[src/imh_ram.sv]
// Generic single-port RAM with a registered read.
// No dependencies.
module imh_ram #(
  parameter int WIDTH = 8,
  parameter int DEPTH = 16
) (
  input  logic                     clk,
  input  logic                     we,
  input  logic [$clog2(DEPTH)-1:0] addr,
  input  logic [WIDTH-1:0]         wdata,
  output logic [WIDTH-1:0]         rdata
);
  logic [WIDTH-1:0] mem [DEPTH];

  always_ff @(posedge clk) begin
    if (we) begin
      mem[addr] <= wdata;
    end
    rdata <= mem[addr];
  end
endmodule

[config.mk]
export PLATFORM = sky130hd
export DESIGN_NAME = imh_ram
export DESIGN_NICKNAME = d
export VERILOG_FILES = /design/src/imh_ram.sv
export SDC_FILE = /design/constraint.sdc
export NUM_CORES = 1
export LEC_CHECK = 0
export ABC_AREA = 1
export BUFFER_PORTS_ARGS = -buffer_cell sky130_fd_sc_hd__buf_2
export CAP_MARGIN = 10
export CELL_PAD_IN_SITES_DETAIL_PLACEMENT = 0
export CELL_PAD_IN_SITES_GLOBAL_PLACEMENT = 2
export CORE_ASPECT_RATIO = 1.25
export CORE_MARGIN = 2
export CORE_UTILIZATION = 36
export DETAILED_ROUTE_END_ITERATION = 8
export PLACE_DENSITY_LB_ADDON = 0.1
export SYNTH_ARGS = -nofsm -noshare
export SYNTH_HDL_FRONTEND = slang
export SYNTH_SLANG_ARGS = --single-unit
[constraint.sdc]
create_clock -name clk -period 1.78 [get_ports clk]
set_input_delay 0.356 -clock clk [delete_from_list [all_inputs] [get_ports clk]]
set_output_delay 0.356 -clock clk [all_outputs]
set_load 0.02 [all_outputs]
==> flow_metrics.env <==
export IMPL_crit_required_ps=1900
export IMPL_synth_flop_cell="edfxtp_1"
export IMPL_maxSlewHeadroom_pct=69.71
export IMPL_seqPwrFrac_pct=47.8
export IMPL_via_per_inst=4.471
export IMPL_finalSetupTns_ps=0
export IMPL_grt_busiest_layer="met2"
export IMPL_grt_total_usage_pct=17.89
export IMPL_syn_nets=562
export IMPL_met3_usage_pct=4.049
export IMPL_grt_pass1_vias=3770
export IMPL_use_met1_pct=22.65
export IMPL_cts_inserted_buffers=17
export IMPL_skew_ps=7.758
export IMPL_die_x_um=115.5
export IMPL_cp_start_kind="input port"
export IMPL_start_util_pct=37.10
export IMPL_layout_drive_gt1_share_pct=13.28
export IMPL_grt_overflow=0
export IMPL_comb_power_share_pct=6.5
export IMPL_synth_most_common_cell="nand2_1"
export IMPL_finalPower_w=0.007529
export IMPL_synth_cells=548
export IMPL_root_buffer="clkbuf_16"
export IMPL_p_sw_w=0.001636
export IMPL_fill_cells=1470
export IMPL_layout_worst_path_cycle_share_pct=72.22
export IMPL_fmax_mhz=777.9
export IMPL_place_congestion=0.7486
export IMPL_synth_common_cells="346 x nand2_1, 128 x edfxtp_1, 21 x inv_1, 18 x nor2_1, 12 x buf_2"
export IMPL_die_area_mm2=0.01656
export IMPL_cts_tree="done"
export IMPL_worstPathArrival_ps=1400
export IMPL_status="completed"
export IMPL_min_path_cells=1
export IMPL_nets=611
export IMPL_endpoint_kind="register"
export IMPL_hold_violations=0
export IMPL_r2r_cells=8
export IMPL_hp_start="wdata[2]"
export IMPL_die_h_um=143.4
export IMPL_yosys_area_top_type="edfxtp_1"
export IMPL_area_growth_syn_to_layout_pct=19.62
export IMPL_rsz0062_at_grt="no"
export IMPL_gr_usage_met2_pct=30.47
export IMPL_ctsHoldBuffers=0
export IMPL_drc=0
export IMPL_ys_types=11
export IMPL_antenna_cells=0
export IMPL_vias=3657
export IMPL_syn_area_per_cell_um2=10.21
export IMPL_grt_first_pass_wirelength_um=21050
export IMPL_worstSetupPathType="input port to register"
export IMPL_ant_nets=0
export IMPL_io_pins=22
export IMPL_cts_buffer_depth=2
export IMPL_synth_edf_count=128
export IMPL_ys_warn_count=0
export IMPL_final_max_slew_viol_count=0
export IMPL_drt_first_pass_iters=6
export IMPL_antenna_found_initial=0
export IMPL_synth_top_area_share_pct=68.72
export IMPL_synthTopCellsByArea="edfxtp_1 69%, nand2_1 23%, dfxtp_1 2.9%, inv_1 1.4%, nor2_1 1.2%"
export IMPL_clock_latency_ps=410
export IMPL_cap_violations=0
export IMPL_hold_path_class="input port to register"
export IMPL_cp_max_fo=26
export IMPL_wirelength_um=13550
export IMPL_finalCriticalPeriod_ps=1286
export IMPL_drt_iter0_markers=201
export IMPL_setup_violations=0
export IMPL_cts_sinks=136
export IMPL_switching_share_pct=21.72
export IMPL_wl_per_cell_um=16.57
export IMPL_coreArea_mm2=0.01508
export IMPL_syn_area_mm2=0.005593
export IMPL_port_buffers=21
export IMPL_r2r_start="mem[2][6]"
export IMPL_leakage_nw=2.872
export IMPL_crit_path_start="addr[0]"
export IMPL_worst_pin_slew_ps=454.4
export IMPL_ys_seq_elements=136
export IMPL_dp_hpwl_um=8692
export IMPL_htreeDepth=4
export IMPL_grt_max_degree=49
export IMPL_post_cts_buffers=0
export IMPL_clk_pin_slew_ps=60
export IMPL_p_clk_share_pct=45.7
export IMPL_power_density_mw_per_mm2=1125
export IMPL_async_flop_share_pct=0
export IMPL_row_count=50
export IMPL_vdd_drop_max_v=0.0007840
export IMPL_ys_seq_area_share_pct=71.59
export IMPL_cts_resized=0
export IMPL_p_int_w=0.005894
==> path summary, 6_finish.rpt <==
check | slack [ps] | end
worst max-delay path | 490 | mem[7][4]
worst min-delay path | 380 | mem[0][2]
worst max register to register | 750 | rdata[6]
worst min register to register | 700 | rdata[5]
==> flip-flops by register name, summed over array words and instances, names as in the netlist <==
name	count
rdata	8
mem	128
==> metrics by stage <==
stage | cells | util [%] | cell area [µm²] | hold WS [ps] | setup slack [ps]
after floorplan | 548 | - | 5593 | 454.9 | 46.82
after global placement | 786 | 40.49 | 6105 | 698.6 | 47.73
after detailed placement | 786 | 40.49 | 6105 | 696.9 | 88.92
after CTS | 818 | 44.37 | 6690 | 371.5 | 490.5
after global routing | 818 | 44.37 | 6690 | 376.8 | 463.4
final | 818 | 44.37 | 6690 | 380.4 | 494.5
==> area by class of cell <==
class	instances	area, µm²	share of cell area, %
Timing Repair Buffer	51	367.9	5.498
Multi-Input combinational cell	368	1386	20.72
Sequential cell	136	4004	59.85
Clock inverter	15	160.2	2.394
Clock buffer	17	425.4	6.359
Inverter	23	86.33	1.290
Tap cell	208	260.3	3.890
==> power groups by stage <==
stage	Combinational, W	Clock [W]	Sequential [W]
floorplan	0.000247	0	0.00369
global placement	0.000500	0	0.00367
detailed placement	0.000500	0	0.00367
CTS	0.000503	0.00351	0.00360
global route	0.000554	0.00367	0.00360
finish	0.000489	0.00344	0.00360
==> placed cells by master (no fill, tap or decap) <==
cell | netlist | layout
buf_2 | 12 | 21
bufinv_16 | 0 | 3
nor2_1 | 18 | 18
clkinvlp_4 | 0 | 4
buf_12 | 0 | 3
edfxtp_1 | 128 | 128
dfxtp_1 | 8 | 8
clkinv_4 | 0 | 1
nand2_1 | 346 | 346
clkinv_1 | 1 | 4
inv_2 | 1 | 1
buf_4 | 6 | 27
inv_1 | 21 | 21
clkbuf_16 | 0 | 17
nand3_1 | 4 | 4
clkinv_2 | 0 | 4
==> routing by layer <==
metal | wire, µm | vias up
li1 | - | 1846
met1 | 6118 | 1732
met2 | 6870 | 69
met3 | 414 | 10
met4 | 148 | 0
met5 | 0 | -
==> critical path, cell delays in order <==
cell and delay (ps):
buf_2 180, buf_12 200, nand3_1 260, nor2_1 220
buf_4 190
==> cell families (layout without fill, tap and decap cells) <==
| logic type | after synthesis | in the layout | share of synthesized area (%) |
|---|---|---|---|
| and+or+nand+nor | 368 | 368 | 24.79 |
| DFF | 136 | 136 | 71.59 |
| buffers and inverters | 44 | 106 | 3.624 |
(Power assumes the default switching activity.)
