### src/imh_pkg.sv
// Package for the indexed min-heap block: widths, status codes, action codes
// and the request structures that drive the two RAMs. No dependencies.
package imh_pkg;

  localparam int MAX_KEYS = 1024;
  localparam int VALUE_BITS = 16;
  localparam int KEY_W = 10;
  localparam int IDX_W = $clog2(MAX_KEYS);
  localparam int CNT_W = IDX_W + 1;
  localparam int ENT_W = KEY_W + VALUE_BITS;
  localparam int SLOT_W = IDX_W + 1;

  localparam logic [1:0] ACT_INSERT = 2'd0;
  localparam logic [1:0] ACT_POP = 2'd1;
  localparam logic [1:0] ACT_DEC = 2'd2;

  typedef enum logic [2:0] {
    ST_OK = 3'd0,
    ST_POP_EMPTY = 3'd1,
    ST_FULL = 3'd2,
    ST_KEY_PRESENT = 3'd3,
    ST_KEY_ABSENT = 3'd4,
    ST_VALUE_ZERO = 3'd5
  } status_t;

  typedef struct packed {
    logic [KEY_W-1:0] key;
    logic [VALUE_BITS-1:0] value;
  } entry_t;

  // Present flag and heap slot of one key.
  typedef struct packed {
    logic present;
    logic [IDX_W-1:0] slot;
  } slot_t;

  typedef struct packed {
    logic we;
    logic [IDX_W-1:0] addr;
    entry_t wdata;
  } heap_req_t;

  typedef struct packed {
    logic we;
    logic [KEY_W-1:0] addr;
    slot_t wdata;
  } slot_req_t;

endpackage

### src/imh_if.sv
// Valid/ready channel interfaces for the input and result words.
// Depends on imh_pkg.
interface imh_in_if;
  logic valid;
  logic ready;
  logic [1:0] action;
  logic [imh_pkg::KEY_W-1:0] item_key;
  logic [imh_pkg::VALUE_BITS-1:0] item_value;
  modport source (output valid, action, item_key, item_value, input ready);
  modport sink (input valid, action, item_key, item_value, output ready);
endinterface

interface imh_out_if;
  logic valid;
  logic ready;
  logic [imh_pkg::KEY_W-1:0] popped_key;
  logic [imh_pkg::VALUE_BITS-1:0] popped_value;
  logic [imh_pkg::KEY_W-1:0] top_key;
  logic [imh_pkg::VALUE_BITS-1:0] top_value;
  logic [imh_pkg::CNT_W-1:0] entry_total;
  logic [2:0] status;
  modport source (output valid, popped_key, popped_value, top_key, top_value,
                  entry_total, status, input ready);
  modport sink (input valid, popped_key, popped_value, top_key, top_value,
                entry_total, status, output ready);
endinterface

### src/imh_ctrl.sv
// Sequencer of the heap: decodes the action, walks sift-up and sift-down one
// level at a time over the RAM ports, and holds the result word.
// Depends on imh_pkg and imh_if.
module imh_ctrl (
  input  logic                 clk,
  input  logic                 rst_n,
  imh_in_if.sink               in_ch,
  imh_out_if.source            out_ch,
  output imh_pkg::heap_req_t   heap_req,
  input  imh_pkg::entry_t      heap_rdata,
  output imh_pkg::slot_req_t   slot_req,
  input  imh_pkg::slot_t       slot_rdata
);
  typedef enum logic [13:0] {
    S_CLEAR  = 14'b00000000000001,
    S_IDLE   = 14'b00000000000010,
    S_DECIDE = 14'b00000000000100,
    S_DEC    = 14'b00000000001000,
    S_POP0   = 14'b00000000010000,
    S_POP1   = 14'b00000000100000,
    S_UP     = 14'b00000001000000,
    S_UP_C   = 14'b00000010000000,
    S_DN     = 14'b00000100000000,
    S_DN_R   = 14'b00001000000000,
    S_DN_C   = 14'b00010000000000,
    S_PLACE  = 14'b00100000000000,
    S_TOP    = 14'b01000000000000,
    S_FIN    = 14'b10000000000000
  } state_t;

  state_t state_r, state_nxt;
  logic [1:0] act_r, act_nxt;
  logic [imh_pkg::KEY_W-1:0] key_r, key_nxt;
  logic [imh_pkg::VALUE_BITS-1:0] val_r, val_nxt;
  imh_pkg::entry_t cur_r, cur_nxt, left_r, left_nxt, pop_r, pop_nxt;
  logic [imh_pkg::IDX_W-1:0] idx_r, idx_nxt, clr_r, clr_nxt;
  logic [imh_pkg::CNT_W-1:0] cnt_r, cnt_nxt;
  imh_pkg::status_t status_r, status_nxt;
  logic out_valid_r, out_valid_nxt;
  imh_pkg::entry_t out_pop_r, out_pop_nxt, out_top_r, out_top_nxt;
  logic [imh_pkg::CNT_W-1:0] out_cnt_r, out_cnt_nxt;
  imh_pkg::status_t out_status_r, out_status_nxt;

  logic accept;
  logic [imh_pkg::IDX_W-1:0] parent;
  logic [imh_pkg::CNT_W-1:0] last_pos;
  logic [imh_pkg::CNT_W:0] left_idx, right_idx;
  logic right_ok, take_right;
  imh_pkg::entry_t child;
  logic [imh_pkg::IDX_W-1:0] child_idx;

  assign in_ch.ready = (state_r == S_IDLE);
  assign accept = in_ch.valid && in_ch.ready;
  assign parent = (idx_r - imh_pkg::IDX_W'(1)) >> 1;
  assign last_pos = cnt_r - imh_pkg::CNT_W'(1);
  assign left_idx = {1'b0, idx_r, 1'b1};
  assign right_idx = left_idx + (imh_pkg::CNT_W + 1)'(1);
  assign right_ok = right_idx < {1'b0, cnt_r};
  // The right child wins only on a strictly smaller value.
  assign take_right = right_ok && (heap_rdata.value < left_r.value);
  assign child = take_right ? heap_rdata : left_r;
  assign child_idx = take_right ? right_idx[imh_pkg::IDX_W-1:0]
                                : left_idx[imh_pkg::IDX_W-1:0];

  always_comb begin
    state_nxt = state_r;
    act_nxt = act_r;
    key_nxt = key_r;
    val_nxt = val_r;
    cur_nxt = cur_r;
    left_nxt = left_r;
    pop_nxt = pop_r;
    idx_nxt = idx_r;
    clr_nxt = clr_r;
    cnt_nxt = cnt_r;
    status_nxt = status_r;
    out_valid_nxt = out_valid_r && !out_ch.ready;
    out_pop_nxt = out_pop_r;
    out_top_nxt = out_top_r;
    out_cnt_nxt = out_cnt_r;
    out_status_nxt = out_status_r;
    heap_req = '0;
    slot_req = '0;

    case (state_r)
      S_CLEAR: begin
        slot_req.we = 1'b1;
        slot_req.addr = clr_r;
        clr_nxt = clr_r + imh_pkg::IDX_W'(1);
        if (clr_r == '1) begin
          state_nxt = S_IDLE;
        end
      end
      S_IDLE: begin
        if (accept) begin
          act_nxt = in_ch.action;
          key_nxt = in_ch.item_key;
          val_nxt = in_ch.item_value;
          status_nxt = imh_pkg::ST_OK;
          pop_nxt = '0;
          slot_req.addr = in_ch.item_key;
          heap_req.addr = '0;
          case (in_ch.action)
            imh_pkg::ACT_INSERT, imh_pkg::ACT_DEC: state_nxt = S_DECIDE;
            imh_pkg::ACT_POP: state_nxt = S_POP0;
            default: state_nxt = S_TOP;
          endcase
        end
      end
      S_DECIDE: begin
        if (act_r == imh_pkg::ACT_INSERT) begin
          if (slot_rdata.present) begin
            status_nxt = imh_pkg::ST_KEY_PRESENT;
            state_nxt = S_TOP;
          end else if (cnt_r >= imh_pkg::CNT_W'(imh_pkg::MAX_KEYS)) begin
            status_nxt = imh_pkg::ST_FULL;
            state_nxt = S_TOP;
          end else begin
            cur_nxt = '{key: key_r, value: val_r};
            idx_nxt = cnt_r[imh_pkg::IDX_W-1:0];
            cnt_nxt = cnt_r + imh_pkg::CNT_W'(1);
            state_nxt = S_UP;
          end
        end else begin
          if (!slot_rdata.present) begin
            status_nxt = imh_pkg::ST_KEY_ABSENT;
            state_nxt = S_TOP;
          end else begin
            heap_req.addr = slot_rdata.slot;
            idx_nxt = slot_rdata.slot;
            state_nxt = S_DEC;
          end
        end
      end
      S_DEC: begin
        if (heap_rdata.value == '0) begin
          status_nxt = imh_pkg::ST_VALUE_ZERO;
          state_nxt = S_TOP;
        end else begin
          cur_nxt = '{key: heap_rdata.key,
                      value: heap_rdata.value - imh_pkg::VALUE_BITS'(1)};
          state_nxt = S_UP;
        end
      end
      S_POP0: begin
        if (cnt_r == '0) begin
          status_nxt = imh_pkg::ST_POP_EMPTY;
          state_nxt = S_TOP;
        end else begin
          heap_req.addr = last_pos[imh_pkg::IDX_W-1:0];
          pop_nxt = heap_rdata;
          state_nxt = S_POP1;
        end
      end
      S_POP1: begin
        // The popped key leaves the map; the last entry becomes the hole's
        // occupant and sinks from the root.
        slot_req.we = 1'b1;
        slot_req.addr = pop_r.key;
        cur_nxt = heap_rdata;
        cnt_nxt = cnt_r - imh_pkg::CNT_W'(1);
        idx_nxt = '0;
        state_nxt = (cnt_r == imh_pkg::CNT_W'(1)) ? S_TOP : S_DN;
      end
      S_UP: begin
        heap_req.addr = parent;
        state_nxt = (idx_r == '0) ? S_PLACE : S_UP_C;
      end
      S_UP_C: begin
        if (heap_rdata.value > cur_r.value) begin
          heap_req.we = 1'b1;
          heap_req.addr = idx_r;
          heap_req.wdata = heap_rdata;
          slot_req.we = 1'b1;
          slot_req.addr = heap_rdata.key;
          slot_req.wdata = '{present: 1'b1, slot: idx_r};
          idx_nxt = parent;
          state_nxt = S_UP;
        end else begin
          state_nxt = S_PLACE;
        end
      end
      S_DN: begin
        heap_req.addr = left_idx[imh_pkg::IDX_W-1:0];
        state_nxt = (left_idx >= {1'b0, cnt_r}) ? S_PLACE : S_DN_R;
      end
      S_DN_R: begin
        left_nxt = heap_rdata;
        heap_req.addr = right_idx[imh_pkg::IDX_W-1:0];
        state_nxt = S_DN_C;
      end
      S_DN_C: begin
        if (cur_r.value > child.value) begin
          heap_req.we = 1'b1;
          heap_req.addr = idx_r;
          heap_req.wdata = child;
          slot_req.we = 1'b1;
          slot_req.addr = child.key;
          slot_req.wdata = '{present: 1'b1, slot: idx_r};
          idx_nxt = child_idx;
          state_nxt = S_DN;
        end else begin
          state_nxt = S_PLACE;
        end
      end
      S_PLACE: begin
        heap_req.we = 1'b1;
        heap_req.addr = idx_r;
        heap_req.wdata = cur_r;
        slot_req.we = 1'b1;
        slot_req.addr = cur_r.key;
        slot_req.wdata = '{present: 1'b1, slot: idx_r};
        state_nxt = S_TOP;
      end
      S_TOP: begin
        heap_req.addr = '0;
        state_nxt = S_FIN;
      end
      S_FIN: begin
        if (!out_valid_r || out_ch.ready) begin
          out_valid_nxt = 1'b1;
          out_pop_nxt = pop_r;
          out_top_nxt = (cnt_r == '0) ? '0 : heap_rdata;
          out_cnt_nxt = cnt_r;
          out_status_nxt = status_r;
          state_nxt = S_IDLE;
        end
      end
      default: state_nxt = S_IDLE;
    endcase
  end

  always_ff @(posedge clk) begin
    if (!rst_n) begin
      state_r <= S_CLEAR;
      clr_r <= '0;
      cnt_r <= '0;
      out_valid_r <= 1'b0;
    end else begin
      state_r <= state_nxt;
      clr_r <= clr_nxt;
      cnt_r <= cnt_nxt;
      out_valid_r <= out_valid_nxt;
    end
    act_r <= act_nxt;
    key_r <= key_nxt;
    val_r <= val_nxt;
    cur_r <= cur_nxt;
    left_r <= left_nxt;
    pop_r <= pop_nxt;
    idx_r <= idx_nxt;
    status_r <= status_nxt;
    out_pop_r <= out_pop_nxt;
    out_top_r <= out_top_nxt;
    out_cnt_r <= out_cnt_nxt;
    out_status_r <= out_status_nxt;
  end

  assign out_ch.valid = out_valid_r;
  assign out_ch.popped_key = out_pop_r.key;
  assign out_ch.popped_value = out_pop_r.value;
  assign out_ch.top_key = out_top_r.key;
  assign out_ch.top_value = out_top_r.value;
  assign out_ch.entry_total = out_cnt_r;
  assign out_ch.status = out_status_r;

`ifndef ASSERT_OFF
  a_cnt_max: assert property (@(posedge clk) disable iff (!rst_n)
    cnt_r <= imh_pkg::CNT_W'(imh_pkg::MAX_KEYS))
    else $error("entry count above capacity");
  a_accept_leaves_idle: assert property (@(posedge clk) disable iff (!rst_n)
    accept |=> state_r != S_IDLE)
    else $error("accepted word did not start work");
  a_up_not_root: assert property (@(posedge clk) disable iff (!rst_n)
    state_r == S_UP_C |-> idx_r != '0)
    else $error("sift-up compare at the root");
  a_popped_zero: assert property (@(posedge clk) disable iff (!rst_n)
    (out_valid_r && out_status_r != imh_pkg::ST_OK) |->
      (out_pop_r.key == '0 && out_pop_r.value == '0))
    else $error("popped fields set on a failed action");
  a_clear_no_accept: assert property (@(posedge clk) disable iff (!rst_n)
    state_r == S_CLEAR |-> !in_ch.ready)
    else $error("input taken during map clearing");
`endif
endmodule

### src/flat_wrapper.sv
// flat-port wrapper written by rule: the top's interface ports become plain ports
module imh_ctrl_flat 
  (clk, rst_n, heap_req, heap_rdata, slot_req, slot_rdata, in_ch_valid, in_ch_action, in_ch_item_key, in_ch_item_value, in_ch_ready, out_ch_valid, out_ch_popped_key, out_ch_popped_value, out_ch_top_key, out_ch_top_value, out_ch_entry_total, out_ch_status, out_ch_ready);
  imh_in_if in_ch_i ();
  imh_out_if out_ch_i ();
  input  logic clk;
  input  logic rst_n;
  output imh_pkg::heap_req_t heap_req;
  input  imh_pkg::entry_t heap_rdata;
  output imh_pkg::slot_req_t slot_req;
  input  imh_pkg::slot_t slot_rdata;
  input wire logic [$bits(in_ch_i.valid)-1:0] in_ch_valid;
  input wire logic [$bits(in_ch_i.action)-1:0] in_ch_action;
  input wire logic [$bits(in_ch_i.item_key)-1:0] in_ch_item_key;
  input wire logic [$bits(in_ch_i.item_value)-1:0] in_ch_item_value;
  output wire logic [$bits(in_ch_i.ready)-1:0] in_ch_ready;
  output wire logic [$bits(out_ch_i.valid)-1:0] out_ch_valid;
  output wire logic [$bits(out_ch_i.popped_key)-1:0] out_ch_popped_key;
  output wire logic [$bits(out_ch_i.popped_value)-1:0] out_ch_popped_value;
  output wire logic [$bits(out_ch_i.top_key)-1:0] out_ch_top_key;
  output wire logic [$bits(out_ch_i.top_value)-1:0] out_ch_top_value;
  output wire logic [$bits(out_ch_i.entry_total)-1:0] out_ch_entry_total;
  output wire logic [$bits(out_ch_i.status)-1:0] out_ch_status;
  input wire logic [$bits(out_ch_i.ready)-1:0] out_ch_ready;
  assign in_ch_i.valid = in_ch_valid;
  assign in_ch_i.action = in_ch_action;
  assign in_ch_i.item_key = in_ch_item_key;
  assign in_ch_i.item_value = in_ch_item_value;
  assign in_ch_ready = in_ch_i.ready;
  assign out_ch_valid = out_ch_i.valid;
  assign out_ch_popped_key = out_ch_i.popped_key;
  assign out_ch_popped_value = out_ch_i.popped_value;
  assign out_ch_top_key = out_ch_i.top_key;
  assign out_ch_top_value = out_ch_i.top_value;
  assign out_ch_entry_total = out_ch_i.entry_total;
  assign out_ch_status = out_ch_i.status;
  assign out_ch_i.ready = out_ch_ready;
  imh_ctrl u_core (.clk(clk), .rst_n(rst_n), .in_ch(in_ch_i), .out_ch(out_ch_i), .heap_req(heap_req), .heap_rdata(heap_rdata), .slot_req(slot_req), .slot_rdata(slot_rdata));
endmodule
### config.mk
export PLATFORM = sky130hd
export DESIGN_NAME = imh_ctrl_flat
export DESIGN_NICKNAME = d
export VERILOG_FILES = /design/src/imh_pkg.sv /design/src/imh_if.sv /design/src/imh_ctrl.sv /design/src/flat_wrapper.sv
export SDC_FILE = /design/constraint.sdc
export NUM_CORES = 1
export LEC_CHECK = 0
export BUFFER_PORTS_ARGS = -buffer_cell sky130_fd_sc_hd__buf_2
export CORE_MARGIN = 2
export CORE_UTILIZATION = 55
export CTS_CLUSTER_SIZE = 24
export DETAILED_ROUTE_END_ITERATION = 16
export GPL_TIMING_DRIVEN = 1
export HOLD_SLACK_MARGIN = 0.05
export PLACE_DENSITY = 0.89
export REMOVE_ABC_BUFFERS = 1
export SYNTH_ARGS = -nofsm -noshare
export SYNTH_HDL_FRONTEND = slang
export SYNTH_SLANG_ARGS = --single-unit
### constraint.sdc
create_clock -name clk -period 11.5 [get_ports clk]
set_clock_uncertainty 0.2 [all_clocks]
set_input_delay 1.15 -clock clk [delete_from_list [all_inputs] [get_ports clk]]
set_output_delay 1.15 -clock clk [all_outputs]
set_load 0.01 [all_outputs]
==> flow_summary.toml <==
[floorplanning]
die_h_um = 155
initial_core_util_pct = 55.5
fp.coreArea_um2 = 22500
dieArea_um2 = 23900
ioPinCount = 196
die_w_um = 155
num_rows = 55

[timing]
slew_viol_final = 0
max_slew_margin_pct = 19.0
finalSetupTns_ns = 0
rsz0062_at_grt = "false"
hold_viol = 0
whs_ns = 0.216
post-route-period-util_pct = 81.0
max_clock_freq_mhz = 107
min_period_ns = 9.32
setup_viol = 0
tightestPinTransition_ns = 1.21

[layout]
fin_util_pct = 64.4
final_common_cell = "buf_2"
stdcell_count = 1698
final_cell_mix = "buf_2, edfxtp_1, nor2_1, nand2_1, inv_1"
fillers = 1742
nNetsFinal = 1535
layout-drive-gt1-share_pct = 20.1
area_growth_syn_to_layout_pct = 15.9

[clock_tree]
numCtsBuffers = 25
cts_root_buf = "clkbuf_16"
clock_sinks = 221
cts_tree = "built"
clk_path_buf_depth = 3
htree_levels = 1
clk_pin_slew_worst_paths_ns = 0.06
postCtsResizedCells = 0
post-cts-setup-buffers = 0
hold_buffers = 0
worstSkewPairLatency_ns = 0.54

[logic_synthesis]
yosysSeqAreaShare_pct = 50.2
synth_edf_count = 185
synthTopCellsByArea = "edfxtp_1, ha_1, dfxtp_1"
synth_cells = 1222
syn_avg_cell_area_um2 = 10.2
yosys_warnings = 0
synth_area_um2 = 12500
synthArstFlopShare_pct = 0
synth.top_cell.area_share_pct = 44.4
ys_types = 78
synth_area_leader_cell = "edfxtp_1"
synth_ff_type = "edfxtp_1"
synth_seq_cells = 221

[placement]
dp.cells = 1650
io_buffers = 195
place.gp.congestion = 0.969
dp_hpwl_um = 26600

[detailed_routing]
num_vias = 11000
drt-wirelength-per-cell_um = 22.4
initialDrtViolationCount = 1397
routed_wl_um = 38100
drcViolationCount = 0
drtAntennaViolNets = 0
firstDrtPassIters = 6
post_drt_via_cell_ratio = 6.49

[power_and_ir_drop]
leakagePower_uw = 0.00600
vdd_drop_max_v = 0.0000892
power_per_cell_area_nw_per_um2 = 121

[grt]
grt_max_degree = 41
grt_remaining_overflow = 0
grt_pass1_wl_um = 58400
grt_usage_pct = 31.2
antenna_found_initial = 2
grt_pass1_vias = 10700

[worst_hold_path]
hp-class = "reg -> reg"

[outcome]
status = "completed"

[setup_path]
crit_arrival_ns = 7.97
reg2reg_from = "u_core.idx_r[2]"
worstSetupStartpointType = "register"
path_max_fanout = 40
crit_required_ns = 10.15
cp-startpoint = "u_core.idx_r[2]"
cp-end-kind = "output pin"
r2r_cells = 19
crit_type = "reg -> out"
reg2reg_setup_slack_ns = 4.79
worstSetupEndpoint = "slot_req[21]"
r2r_end = "u_core.idx_r[5]"

[run]
max-cap-violations = 0
-- sequential cells by signal (all words and copies together) (netlist names), 10 cells and up --
| signal | count |
|---|---|
| u_core.out_ch.top_value | 16 |
| u_core.out_ch.top_key | 10 |
| u_core.out_ch.popped_value | 16 |
| u_core.cnt_r | 11 |
| u_core.val_r | 16 |
| u_core.pop_r | 26 |
| u_core.left_r | 26 |
| u_core.state_r | 14 |
| u_core.out_ch.entry_total | 11 |
| u_core.idx_r | 10 |
| u_core.key_r | 10 |
| u_core.out_ch.popped_key | 10 |
| u_core.cur_r | 26 |
| u_core.clr_r | 10 |
-- layout make-up --
cell class                 instances  area (um2)  area share, %
multi-input combinational        844        5590           38.6
tap                              285         357           2.46
inverter                          89         334           2.31
clock buffer                      33         686           4.73
antenna                            2        5.00         0.0346
sequential                       221        6280           43.3
timing repair buffer             211        1100           7.57
clock inverter                    13         139          0.959
-- power by group --
group          internal (uW)  switching [uW]  leakage (uW)
Clock                    468             333      0.000404
Combinational           31.7            53.6       0.00361
Sequential               864            5.33       0.00199
-- cells in the mapped netlist, drive strengths merged (5+ instances only) --
cell and n:
a32oi 6, or3 10, and2 20, or2 6, nand4 18, nand2 93, xnor2 36, a211oi 8
a21o 12, a21oi 71, edfxtp 185, inv 87, nand4b 5, xor2 7, clkbuf 42, dfxtp 36
buf 26, and3 23, nor2b 8, nor2 105, mux2i 8, nand3 21, a22o 8, nor3 37
o2111ai 5, a2111oi 5, a31oi 21, o211ai 15, o22ai 10, nor4 44, o21ai 74, a22oi 33
o21a 11, o221ai 5, ha 74
-- stage by stage --
step	total power, uW	cell area, um2	setup slack, ns
after global routing	1800	14500	1.56
after CTS	1760	14500	2.27
after detailed placement	969	13700	2.88
final	1760	14500	2.18
after global placement	965	13700	3.01
after floorplan	929	12200	4.31
-- worst max-delay path: stages (launching register included) --
cell and delay [ns]:
edfxtp_1 0.59, nand3_1 0.24, nor3_1 0.41, and3_1 0.36, nand3_1 0.13, xnor2_1 0.16
ha_1 0.18, a211oi_1 0.21, o311ai_1 0.20, a2111oi_4 0.66, and2_4 0.58, nor2_1 0.08
a21oi_1 0.14, ha_1 0.26, a21o_1 0.16, a221oi_1 0.28, o21ai_0 0.16, a211oi_2 0.40
nor2_2 0.15, nor3_2 0.99, inv_1 0.46, or3_1 0.47, buf_2 0.15
-- kinds of logic after synthesis --
logic type	Yosys count	synth area share, %
adder cells (fa/ha/maj)	74	7.41
multiplexers	9	0.731
AND/OR/NAND/NOR	407	16.9
flip-flops	221	50.2
XOR/XNOR	43	3.01
AO/OA/AOI/OAI	311	16.5
buffers and inverters	157	5.27
-- per-layer routing --
layer | wire [um] | vias to the layer above | GRT usage, %
li1 | - | 4917 | -
met1 | 14500 | 5194 | 40.8
met2 | 17800 | 775 | 50.6
met3 | 4190 | 141 | 5.77
met4 | 1640 | 0 | 14.4
met5 | 0 | - | 0
-- worst min-delay path by stage --
| stage | start | endpoint | slack (ns) | cells after the start |
|---|---|---|---|---|
| final | u_core.pop_r[7] | u_core.out_ch.popped_value[7] | 0.22 | 0 |
| after global routing | u_core.pop_r[7] | u_core.out_ch.popped_value[7] | 0.22 | 0 |
| after CTS | u_core.pop_r[15] | u_core.out_ch.popped_value[15] | 0.22 | 0 |
| after detailed placement | u_core.pop_r[5] | u_core.out_ch.popped_value[5] | 0.20 | 0 |
| after global placement | u_core.pop_r[10] | u_core.out_ch.popped_value[10] | 0.20 | 0 |
| after floorplan | u_core.pop_r[0] | u_core.out_ch.popped_value[0] | 0.20 | 0 |
Note: power is estimated with default switching activity, not from simulation.
